File: src/rtl/core/cltl_pkg.sv
// Shared types and constants for the C-like text lexer.
package cltl_pkg;

  // Field widths.
  localparam int OFFSET_BITS = 24;
  localparam int LINE_BITS   = 20;
  localparam int COLUMN_BITS = 16;
  localparam int KIND_BITS   = 5;

  // Output queue geometry.
  localparam int QUEUE_DEPTH = 4;
  localparam int QPTR_BITS   = 2;
  localparam int QCNT_BITS   = 3;

  // Token kind codes.
  localparam logic [KIND_BITS-1:0] KIND_END     = 5'd0;
  localparam logic [KIND_BITS-1:0] KIND_STRING  = 5'd25;
  localparam logic [KIND_BITS-1:0] KIND_SPACE   = 5'd26;
  localparam logic [KIND_BITS-1:0] KIND_BREAK   = 5'd27;
  localparam logic [KIND_BITS-1:0] KIND_IDENT   = 5'd28;
  localparam logic [KIND_BITS-1:0] KIND_NUMBER  = 5'd29;
  localparam logic [KIND_BITS-1:0] KIND_UNKNOWN = 5'd30;

  // One reported token.
  typedef struct packed {
    logic [KIND_BITS-1:0]   kind;
    logic [OFFSET_BITS-1:0] start;
    logic [OFFSET_BITS-1:0] length;
    logic [LINE_BITS-1:0]   line;
    logic [COLUMN_BITS-1:0] column;
    logic                   last;
  } tok_t;

  // Up to two tokens produced by one byte, in order.
  typedef struct packed {
    logic a_valid;
    tok_t a;
    logic b_valid;
    tok_t b;
  } push_t;

endpackage

File: src/rtl/core/c_like_text_lexer.sv
// Top level of the C-like text lexer: scanner plus result queue.
//
// Usage: text bytes enter on char_code with in_valid; a transaction completes
// when in_valid is high and in_stall is low. Byte 0 ends the text, yields the
// end token and restarts all counters for the next text. Tokens leave on the
// token_kind .. last_of_run ports with out_valid; the receiver holds out_stall
// high to hold a token, which then stays unchanged. last_of_run marks the last
// token caused by one byte; a byte causes zero, one or two tokens.
// keep_separators is written through cfg_valid/cfg_ready (ready is always
// high); the user must write it only while the block is idle, which the
// block itself does not enforce. It selects whether spacing and line-break
// tokens are reported. A byte's tokens are registered into the queue and
// offered in order. Throughput: one byte per cycle while in_stall is low;
// output is one token per cycle from a four-entry queue while out_stall is
// low, and in_stall rises while that queue holds more than two tokens.
// Reset clears the scanner counters, the queue and keep_separators.
module c_like_text_lexer import cltl_pkg::*; (
  input  logic                   clk,
  input  logic                   rst,
  input  logic                   cfg_valid,
  output logic                   cfg_ready,
  input  logic                   keep_separators,
  input  logic                   in_valid,
  output logic                   in_stall,
  input  logic [7:0]             char_code,
  output logic                   out_valid,
  input  logic                   out_stall,
  output logic [KIND_BITS-1:0]   token_kind,
  output logic [OFFSET_BITS-1:0] text_start,
  output logic [OFFSET_BITS-1:0] text_length,
  output logic [LINE_BITS-1:0]   line_number,
  output logic [COLUMN_BITS-1:0] column_number,
  output logic                   last_of_run
);

  push_t push;
  tok_t  head;
  logic  full2;
  logic  accept;

  // Handshakes.
  assign cfg_ready = 1'b1;
  assign in_stall  = full2;
  assign accept    = in_valid && !full2;

  cltl_scan u_scan (
    .clk       (clk),
    .rst       (rst),
    .cfg_write (cfg_valid),
    .cfg_data  (keep_separators),
    .accept    (accept),
    .char_code (char_code),
    .push      (push)
  );

  cltl_outq u_outq (
    .clk       (clk),
    .rst       (rst),
    .push      (push),
    .pop       (!out_stall),
    .full2     (full2),
    .not_empty (out_valid),
    .head      (head)
  );

  // Result fields.
  assign token_kind    = head.kind;
  assign text_start    = head.start;
  assign text_length   = head.length;
  assign line_number   = head.line;
  assign column_number = head.column;
  assign last_of_run   = head.last;

endmodule

File: src/rtl/core/cltl_scan.sv
// Scanner state and per-byte token decision for the C-like text lexer.
module cltl_scan import cltl_pkg::*; (
  input  logic       clk,
  input  logic       rst,
  input  logic       cfg_write,
  input  logic       cfg_data,
  input  logic       accept,
  input  logic [7:0] char_code,
  output push_t      push
);

  typedef enum logic [5:0] {
    MODE_IDLE   = 6'b000001,
    MODE_SPACE  = 6'b000010,
    MODE_IDENT  = 6'b000100,
    MODE_NUMBER = 6'b001000,
    MODE_STRING = 6'b010000,
    MODE_BREAK  = 6'b100000
  } mode_t;

  localparam logic [7:0] CH_CR        = 8'h0D;
  localparam logic [7:0] CH_LF        = 8'h0A;
  localparam logic [7:0] CH_UNDER     = 8'h5F;
  localparam logic [7:0] CH_BACKSLASH = 8'h5C;
  localparam logic [7:0] CH_QUOTE     = 8'h22;
  localparam logic [7:0] CH_DOT       = 8'h2E;
  localparam logic [7:0] CH_NUL       = 8'h00;

  localparam logic [OFFSET_BITS-1:0] POS_MAX  = {OFFSET_BITS{1'b1}};
  localparam logic [LINE_BITS-1:0]   LINE_MAX = {LINE_BITS{1'b1}};
  localparam logic [COLUMN_BITS-1:0] COL_MAX  = {COLUMN_BITS{1'b1}};
  localparam logic [LINE_BITS-1:0]   LINE_ONE = {{(LINE_BITS-1){1'b0}}, 1'b1};
  localparam logic [COLUMN_BITS-1:0] COL_ONE  = {{(COLUMN_BITS-1){1'b0}}, 1'b1};
  localparam logic [OFFSET_BITS-1:0] LEN_ONE  = {{(OFFSET_BITS-1){1'b0}}, 1'b1};

  function automatic logic is_space(input logic [7:0] c);
    return (c == 8'h20) || (c == 8'h09) || (c == 8'h0B) || (c == 8'h0C);
  endfunction

  function automatic logic is_break(input logic [7:0] c);
    return (c == CH_CR) || (c == CH_LF);
  endfunction

  function automatic logic is_alpha(input logic [7:0] c);
    return ((c >= 8'h61) && (c <= 8'h7A)) || ((c >= 8'h41) && (c <= 8'h5A));
  endfunction

  function automatic logic is_digit(input logic [7:0] c);
    return (c >= 8'h30) && (c <= 8'h39);
  endfunction

  // Punctuation code, 0 when the byte is not punctuation.
  function automatic logic [KIND_BITS-1:0] punct_kind(input logic [7:0] c);
    logic [KIND_BITS-1:0] k;
    case (c)
      8'h28:   k = 5'd1;
      8'h29:   k = 5'd2;
      8'h7B:   k = 5'd3;
      8'h7D:   k = 5'd4;
      8'h3C:   k = 5'd5;
      8'h3E:   k = 5'd6;
      8'h5B:   k = 5'd7;
      8'h5D:   k = 5'd8;
      8'h3D:   k = 5'd9;
      8'h2F:   k = 5'd10;
      8'h3F:   k = 5'd11;
      8'h21:   k = 5'd12;
      8'h2D:   k = 5'd13;
      8'h23:   k = 5'd14;
      8'h2C:   k = 5'd15;
      8'h2A:   k = 5'd16;
      8'h3B:   k = 5'd17;
      8'h3A:   k = 5'd18;
      8'h2B:   k = 5'd19;
      8'h26:   k = 5'd20;
      8'h7E:   k = 5'd21;
      8'h2E:   k = 5'd22;
      8'h7C:   k = 5'd23;
      default: k = KIND_END;
    endcase
    return k;
  endfunction

  // Scanner registers.
  mode_t                  mode, mode_next;
  logic                   in_escape, in_escape_next;
  logic [OFFSET_BITS-1:0] byte_position, byte_position_next;
  logic [OFFSET_BITS-1:0] token_begin, token_begin_next;
  logic [LINE_BITS-1:0]   line_count, line_count_next;
  logic [COLUMN_BITS-1:0] column_count, column_count_next;
  logic [LINE_BITS-1:0]   token_line, token_line_next;
  logic [COLUMN_BITS-1:0] token_column, token_column_next;
  logic                   prev_cr, prev_cr_next;
  logic                   keep_separators;

  logic                   ea_valid, eb_valid;
  tok_t                   ea, eb;
  logic                   consumed, handled;
  logic [OFFSET_BITS-1:0] pos_inc;
  logic [COLUMN_BITS-1:0] col_inc;
  logic [LINE_BITS-1:0]   line_inc;
  logic [KIND_BITS-1:0]   pk;

  // Saturating increments of the counters.
  assign pos_inc  = (byte_position == POS_MAX) ? byte_position : byte_position + LEN_ONE;
  assign col_inc  = (column_count == COL_MAX) ? column_count : column_count + COL_ONE;
  assign line_inc = (line_count == LINE_MAX) ? line_count : line_count + LINE_ONE;
  assign pk       = punct_kind(char_code);

  // Per-byte decision: continue, close, or close and start a new token.
  always_comb begin
    mode_next          = mode;
    in_escape_next     = in_escape;
    byte_position_next = byte_position;
    token_begin_next   = token_begin;
    line_count_next    = line_count;
    column_count_next  = column_count;
    token_line_next    = token_line;
    token_column_next  = token_column;
    prev_cr_next       = prev_cr;
    consumed           = 1'b0;
    handled            = 1'b0;

    ea_valid  = 1'b0;
    ea.kind   = KIND_END;
    ea.start  = token_begin;
    ea.length = byte_position - token_begin;
    ea.line   = token_line;
    ea.column = token_column;
    ea.last   = 1'b0;
    eb_valid  = 1'b0;
    eb.kind   = KIND_END;
    eb.start  = byte_position;
    eb.length = '0;
    eb.line   = line_count;
    eb.column = column_count;
    eb.last   = 1'b1;

    case (mode)
      MODE_SPACE:  consumed = is_space(char_code);
      MODE_IDENT:  consumed = is_alpha(char_code) || is_digit(char_code) ||
                              (char_code == CH_UNDER);
      MODE_NUMBER: consumed = is_alpha(char_code) || is_digit(char_code) ||
                              (char_code == CH_DOT);
      MODE_STRING: begin
        if (char_code != CH_NUL) begin
          if (in_escape) begin
            in_escape_next = 1'b0;
            consumed       = 1'b1;
          end else if (char_code == CH_QUOTE) begin
            ea_valid           = 1'b1;
            ea.kind            = KIND_STRING;
            mode_next          = MODE_IDLE;
            byte_position_next = pos_inc;
            column_count_next  = col_inc;
            handled            = 1'b1;
          end else begin
            if (char_code == CH_BACKSLASH) in_escape_next = 1'b1;
            consumed = 1'b1;
          end
        end
      end
      MODE_BREAK: begin
        if ((prev_cr && (char_code == CH_LF)) || (!prev_cr && (char_code == CH_CR))) begin
          byte_position_next = pos_inc;
          column_count_next  = COL_ONE;
          ea_valid           = keep_separators;
          ea.kind            = KIND_BREAK;
          ea.length          = pos_inc - token_begin;
          mode_next          = MODE_IDLE;
          handled            = 1'b1;
        end
      end
      default: ;
    endcase

    if (!handled) begin
      if (consumed) begin
        byte_position_next = pos_inc;
        column_count_next  = col_inc;
      end else begin
        // Close whatever token is open.
        case (mode)
          MODE_SPACE: begin
            ea_valid = keep_separators;
            ea.kind  = KIND_SPACE;
          end
          MODE_BREAK: begin
            ea_valid = keep_separators;
            ea.kind  = KIND_BREAK;
          end
          MODE_IDENT: begin
            ea_valid = 1'b1;
            ea.kind  = KIND_IDENT;
          end
          MODE_NUMBER: begin
            ea_valid = 1'b1;
            ea.kind  = KIND_NUMBER;
          end
          MODE_STRING: begin
            ea_valid = 1'b1;
            ea.kind  = KIND_STRING;
          end
          default: ;
        endcase
        mode_next      = MODE_IDLE;
        in_escape_next = 1'b0;

        // Start a token at this byte.
        token_begin_next   = byte_position;
        token_line_next    = line_count;
        token_column_next  = column_count;
        byte_position_next = pos_inc;
        column_count_next  = col_inc;
        if (char_code == CH_NUL) begin
          eb_valid           = 1'b1;
          eb.kind            = KIND_END;
          mode_next          = MODE_IDLE;
          byte_position_next = '0;
          token_begin_next   = '0;
          line_count_next    = LINE_ONE;
          column_count_next  = COL_ONE;
          token_line_next    = LINE_ONE;
          token_column_next  = COL_ONE;
          prev_cr_next       = 1'b0;
        end else if (pk != KIND_END) begin
          eb_valid  = 1'b1;
          eb.kind   = pk;
          eb.length = LEN_ONE;
        end else if (char_code == CH_QUOTE) begin
          mode_next        = MODE_STRING;
          token_begin_next = pos_inc;
        end else if (is_space(char_code)) begin
          mode_next = MODE_SPACE;
        end else if (is_break(char_code)) begin
          mode_next         = MODE_BREAK;
          line_count_next   = line_inc;
          column_count_next = COL_ONE;
          prev_cr_next      = (char_code == CH_CR);
        end else if (is_alpha(char_code) || (char_code == CH_UNDER)) begin
          mode_next = MODE_IDENT;
        end else if (is_digit(char_code)) begin
          mode_next = MODE_NUMBER;
        end else begin
          eb_valid  = 1'b1;
          eb.kind   = KIND_UNKNOWN;
          eb.length = LEN_ONE;
        end
      end
    end

    ea.last = !eb_valid;
  end

  assign push.a_valid = accept && ea_valid;
  assign push.a       = ea;
  assign push.b_valid = accept && eb_valid;
  assign push.b       = eb;

  // Configuration register.
  always_ff @(posedge clk) begin
    if (rst) begin
      keep_separators <= 1'b0;
    end else if (cfg_write) begin
      keep_separators <= cfg_data;
    end
  end

  // Scanner state advances on each accepted byte.
  always_ff @(posedge clk) begin
    if (rst) begin
      mode          <= MODE_IDLE;
      in_escape     <= 1'b0;
      byte_position <= '0;
      token_begin   <= '0;
      line_count    <= LINE_ONE;
      column_count  <= COL_ONE;
      token_line    <= LINE_ONE;
      token_column  <= COL_ONE;
      prev_cr       <= 1'b0;
    end else if (accept) begin
      mode          <= mode_next;
      in_escape     <= in_escape_next;
      byte_position <= byte_position_next;
      token_begin   <= token_begin_next;
      line_count    <= line_count_next;
      column_count  <= column_count_next;
      token_line    <= token_line_next;
      token_column  <= token_column_next;
      prev_cr       <= prev_cr_next;
    end
  end

endmodule

File: src/rtl/core/cltl_outq.sv
// Result queue: takes up to two tokens per cycle and delivers one per cycle while popped.
module cltl_outq import cltl_pkg::*; (
  input  logic  clk,
  input  logic  rst,
  input  push_t push,
  input  logic  pop,
  output logic  full2,
  output logic  not_empty,
  output tok_t  head
);

  tok_t                 entries [QUEUE_DEPTH];
  logic [QPTR_BITS-1:0] wr_ptr, rd_ptr;
  logic [QCNT_BITS-1:0] count;
  logic [QCNT_BITS-1:0] push_n;
  logic [QPTR_BITS-1:0] wr_ptr_1;
  logic                 do_pop;

  assign wr_ptr_1  = wr_ptr + 1'b1;
  assign push_n    = QCNT_BITS'(push.a_valid) + QCNT_BITS'(push.b_valid);
  assign not_empty = (count != '0);
  assign do_pop    = pop && not_empty;
  assign head      = entries[rd_ptr];
  // Room for two more tokens is needed before another byte is taken.
  assign full2     = (count > QCNT_BITS'(QUEUE_DEPTH - 2));

  // Token storage, written in order with the first valid token at wr_ptr.
  always_ff @(posedge clk) begin
    if (push.a_valid) begin
      entries[wr_ptr] <= push.a;
      if (push.b_valid) entries[wr_ptr_1] <= push.b;
    end else if (push.b_valid) begin
      entries[wr_ptr] <= push.b;
    end
  end

  // Pointers and fill count.
  always_ff @(posedge clk) begin
    if (rst) begin
      wr_ptr <= '0;
      rd_ptr <= '0;
      count  <= '0;
    end else begin
      wr_ptr <= wr_ptr + push_n[QPTR_BITS-1:0];
      if (do_pop) rd_ptr <= rd_ptr + 1'b1;
      count <= count + push_n - QCNT_BITS'(do_pop);
    end
  end

endmodule
File: config.mk
export PLATFORM = sky130hd
export DESIGN_NAME = c_like_text_lexer
export DESIGN_NICKNAME = d
export VERILOG_FILES = /design/src/rtl/core/cltl_pkg.sv /design/src/rtl/core/c_like_text_lexer.sv /design/src/rtl/core/cltl_scan.sv /design/src/rtl/core/cltl_outq.sv
export SDC_FILE = /design/constraint.sdc
export NUM_CORES = 1
export LEC_CHECK = 0
export BUFFER_PORTS_ARGS = -buffer_cell sky130_fd_sc_hd__buf_2
export CAP_MARGIN = 0
export CORE_MARGIN = 10
export CORE_UTILIZATION = 55
export CTS_CLUSTER_DIAMETER = 200
export DETAILED_ROUTE_END_ITERATION = 6
export GPL_ROUTABILITY_DRIVEN = 0
export PLACE_DENSITY = 0.72
export SKIP_LAST_GASP = 1
export SLEW_MARGIN = 20
export SYNTH_ARGS = -nofsm -noshare
export SYNTH_HDL_FRONTEND = slang
export SYNTH_HIERARCHICAL = 1
export SYNTH_SLANG_ARGS = --single-unit
File: constraint.sdc
create_clock -name clk -period 19.05 [get_ports clk]
set_input_delay 1.905 -clock clk [delete_from_list [all_inputs] [get_ports clk]]
set_output_delay 1.905 -clock clk [all_outputs]
set_load 0.02 [all_outputs]
==> metrics <==
fin. max-slew vios 0; Initial Utilization 0.554; ys flop type edfxtp_1; hold-fix buffer count after cts 0; CP max-delay cell buf_4; fmax roughly 140 MHz; Post-Syn Area 27700 um^2; Hold WS around 0.49 ns; most frequent cell on the critical path buf_4; logic gate share of total power 0.303; Sink Count approximately 500; family with the most delay on the worst path simple AND/OR/NAND/NOR gates; unrepaired setup endpoints after global routing false; vias per inst between 6 and 7; Setup CP Type input port to flip-flop; routed length on met1 29.2 mm; reg2reg start u_scan/byte_position[7]; pin count of the biggest net entering global routing 64; Clock Tree Buf Depth 3; Hold Path End u_scan/token_line[16]; All-Layer GR Usage 0.218; Post-Syn Area per Cell 12.6 um^2; ANT nets after route 0; hold_sp u_scan/token_line[16]; Post-synth ARST share 0; # setup viols final 0; drt first pass iters 5; final instance area between 30000 and 40000 um^2; DP Wirelength 41.1 mm; CTS tree built; setup TNS 0 ns; initial antenna violation count 0; post-CTS sizing 0; number of flops mapped to enable cells by yosys 360; H-tree depth 2; Synth cell types 88; layout cells sized above 1 0.299; max cap viols 0; Mapped Cells around 2200; #FFs+latches synth between 400 and 500; crit path cell chain buf_2 -> or4b_4 -> nand2b_4 -> nand2b_1 -> or3_1 -> nand2_2 -> nor2_8 -> o21ai_0 -> a21oi_1 -> nor3_1 -> inv_1 -> ha_1 -> nor2b_4 -> buf_4 -> buf_4 -> mux2_4; PwrDens 111 nW/um^2; top routing layer in use met4; WHS Path Cells 2; final hold violation count 0; clock period minus worst slack between 7 and 8 ns; worst path required time 19.39 ns; clock share of power 0.291; area post-placement between 20000 and 30000 um^2; sequential area share after synthesis 0.490; share of the clock period used by the worst path 0.372; worst reg2reg path endpoint u_outq/entries[0][60]; Worst R2R Setup Slack approximately 13 ns; Detailed Route WL 66.6 mm; Fillers around 4000; P&R area growth vs syn 8.99%; number of global-route vias before repair roughly 18000; routed len/inst roughly 22 um; total grt overflow 0; Startpoint Class input port; Clock transition at path regs around 0.060 ns; Worst Setup SP char_code[4]; Die X 244 um; post-CTS setup repair buffer count 0; via count between 15000 and 20000; Port Buf Inserts roughly 110; CP max stage delay 0.84 ns; cell internal pwr 2260 uW; clk_lat worst skew ~0.61 ns; sw power roughly 1100 uW; I/O pins between 100 and 150; CP max FO 45; worst min-delay path class flip-flop to flip-flop; CTS root buf clkbuf_16; met2 WL approximately 31 mm; first-pass GRT wire length 104 mm; # rows 82; Rel. slew slack 0.310; CP Capture Type flip-flop; # diodes 0; Arrival @ worst endpoint ~7.4 ns; Sw Share 0.323; cts bufs inserted roughly 50; YS warnings 6; Initial DRC Count 1566; Layout Nets ~2300; Routed met3 length 4.53 mm; core area around 50000 um^2; Pleak approximately 0.011 uW; Die H 244 um; worst-margin pin slew approximately 1.0 ns; r2r worst-path depth 18; crit path buf inv count 4; outcome completed; # DRC 0; register share of total power 0.406; die area ~60000 um^2; Clock Skews around 0.022 ns; VDD IR max roughly 90 uV
-- stage by stage --
stage	util	setup slack (ns)	total power [uW]	cells
4_1_cts	0.602	11.73	3350	2964
3_5_place_dp	0.570	11.11	2380	2868
3_3_place_gp	0.570	11.29	2370	2868
2_1_floorplan	-	7.57	2110	2219
5_1_grt	0.604	11.68	3470	2967
6_report	0.604	11.97	3340	2967
-- final cells by class --
class	instances	area, um^2	share of cell area
tap	672	841	0.0279
sequential	498	13600	0.450
clock buffer	74	1410	0.0468
inverter	51	191	0.00634
clock inverter	22	205	0.00680
multi-input combinational	1515	13100	0.435
timing repair buffer	135	811	0.0269
-- power groups by stage --
stage                     clock network (uW)  logic, uW  registers [uW]
after floorplan                            0        747            1360
after global placement                     0        978            1390
after detailed placement                   0        989            1390
after CTS                                990        993            1370
after global routing                    1030       1080            1370
final                                    970       1010            1350
-- cell usage in the layout, fill, tap and decap left out, drive strengths merged, types with 25 or more instances in the layout --
| cell type | netlist | layout |
|---|---|---|
| xnor2 | 63 | 63 |
| nor2 | 147 | 147 |
| inv | 51 | 52 |
| ha | 56 | 56 |
| clkbuf | 66 | 74 |
| buf | 89 | 135 |
| mux2 | 360 | 360 |
| xor2 | 56 | 56 |
| nor3 | 36 | 36 |
| o21ai | 78 | 78 |
| a21oi | 102 | 102 |
| nand2 | 147 | 147 |
| nand3 | 85 | 85 |
| mux4 | 90 | 90 |
| conb | 3 | 25 |
| edfxtp | 360 | 360 |
| dfxtp | 138 | 138 |
-- worst max path at each step --
stage,to,cells past startpoint,slack (ns)
CTS,u_outq/entries[1][68],14,11.73
global placement,u_outq/entries[1][53],14,11.29
floorplan,u_outq/entries[0][0],12,7.57
finish,u_outq/entries[2][69],16,11.97
detailed placement,u_outq/entries[1][47],14,11.11
global route,u_outq/entries[2][67],16,11.68
-- state kept, by name, indices dropped and copies added, names as in the netlist, named ones only --
name and count:
u_scan/column_count 16, u_scan/token_column 16, u_scan/prev_cr 1, u_scan/token_begin 24, u_scan/in_escape 1, u_outq/rd_ptr 2, u_outq/count 3, u_scan/keep_separators 1
u_scan/byte_position 24, u_outq/entries 360, u_scan/line_count 20, u_scan/token_line 20, u_scan/mode 6, u_outq/wr_ptr 2
-- worst min-delay path, stage by stage (launching register included) --
cell,delay (ns)
dfxtp_1,0.33
nand2_1,0.06
a21oi_1,0.05
-- per-layer routing --
metal / up-vias / track usage
met1: 9127 / 0.300
met4: 0 / 0.0643
met5: - / 0
met3: 101 / 0.0339
li1: 8323 / -
met2: 608 / 0.350
-- cells in the mapped netlist, types with 34 or more instances --
cell	instances	area share
edfxtp_1	360	0.39
mux2_2	243	0.099
nand2_1	145	0.020
nor2_1	145	0.020
dfxtp_1	138	0.10
a21oi_1	102	0.018
mux2_4	90	0.049
mux4_2	90	0.073
nand3_1	85	0.015
clkbuf_1	66	0.0089
xnor2_1	63	0.020
o21ai_0	57	0.010
ha_1	56	0.025
xor2_1	56	0.018
inv_1	49	0.0066
buf_4	39	0.011
nor3_1	34	0.0061
-- kinds of logic (layout without fill, tap and decap cells) --
logic type | after synthesis | count (layout) | synth area share
AO/OA/AOI/OAI | 299 | 299 | 0.0707
XOR/XNOR | 119 | 119 | 0.0376
adder cells (fa/ha/maj) | 59 | 59 | 0.0275
buffers and inverters | 206 | 282 | 0.0406
flip-flops | 498 | 498 | 0.490
multiplexers | 461 | 461 | 0.236
other | 3 | 25 | 0.000407
AND/OR/NAND/NOR | 552 | 552 | 0.0974
(Power assumes the default switching activity.)
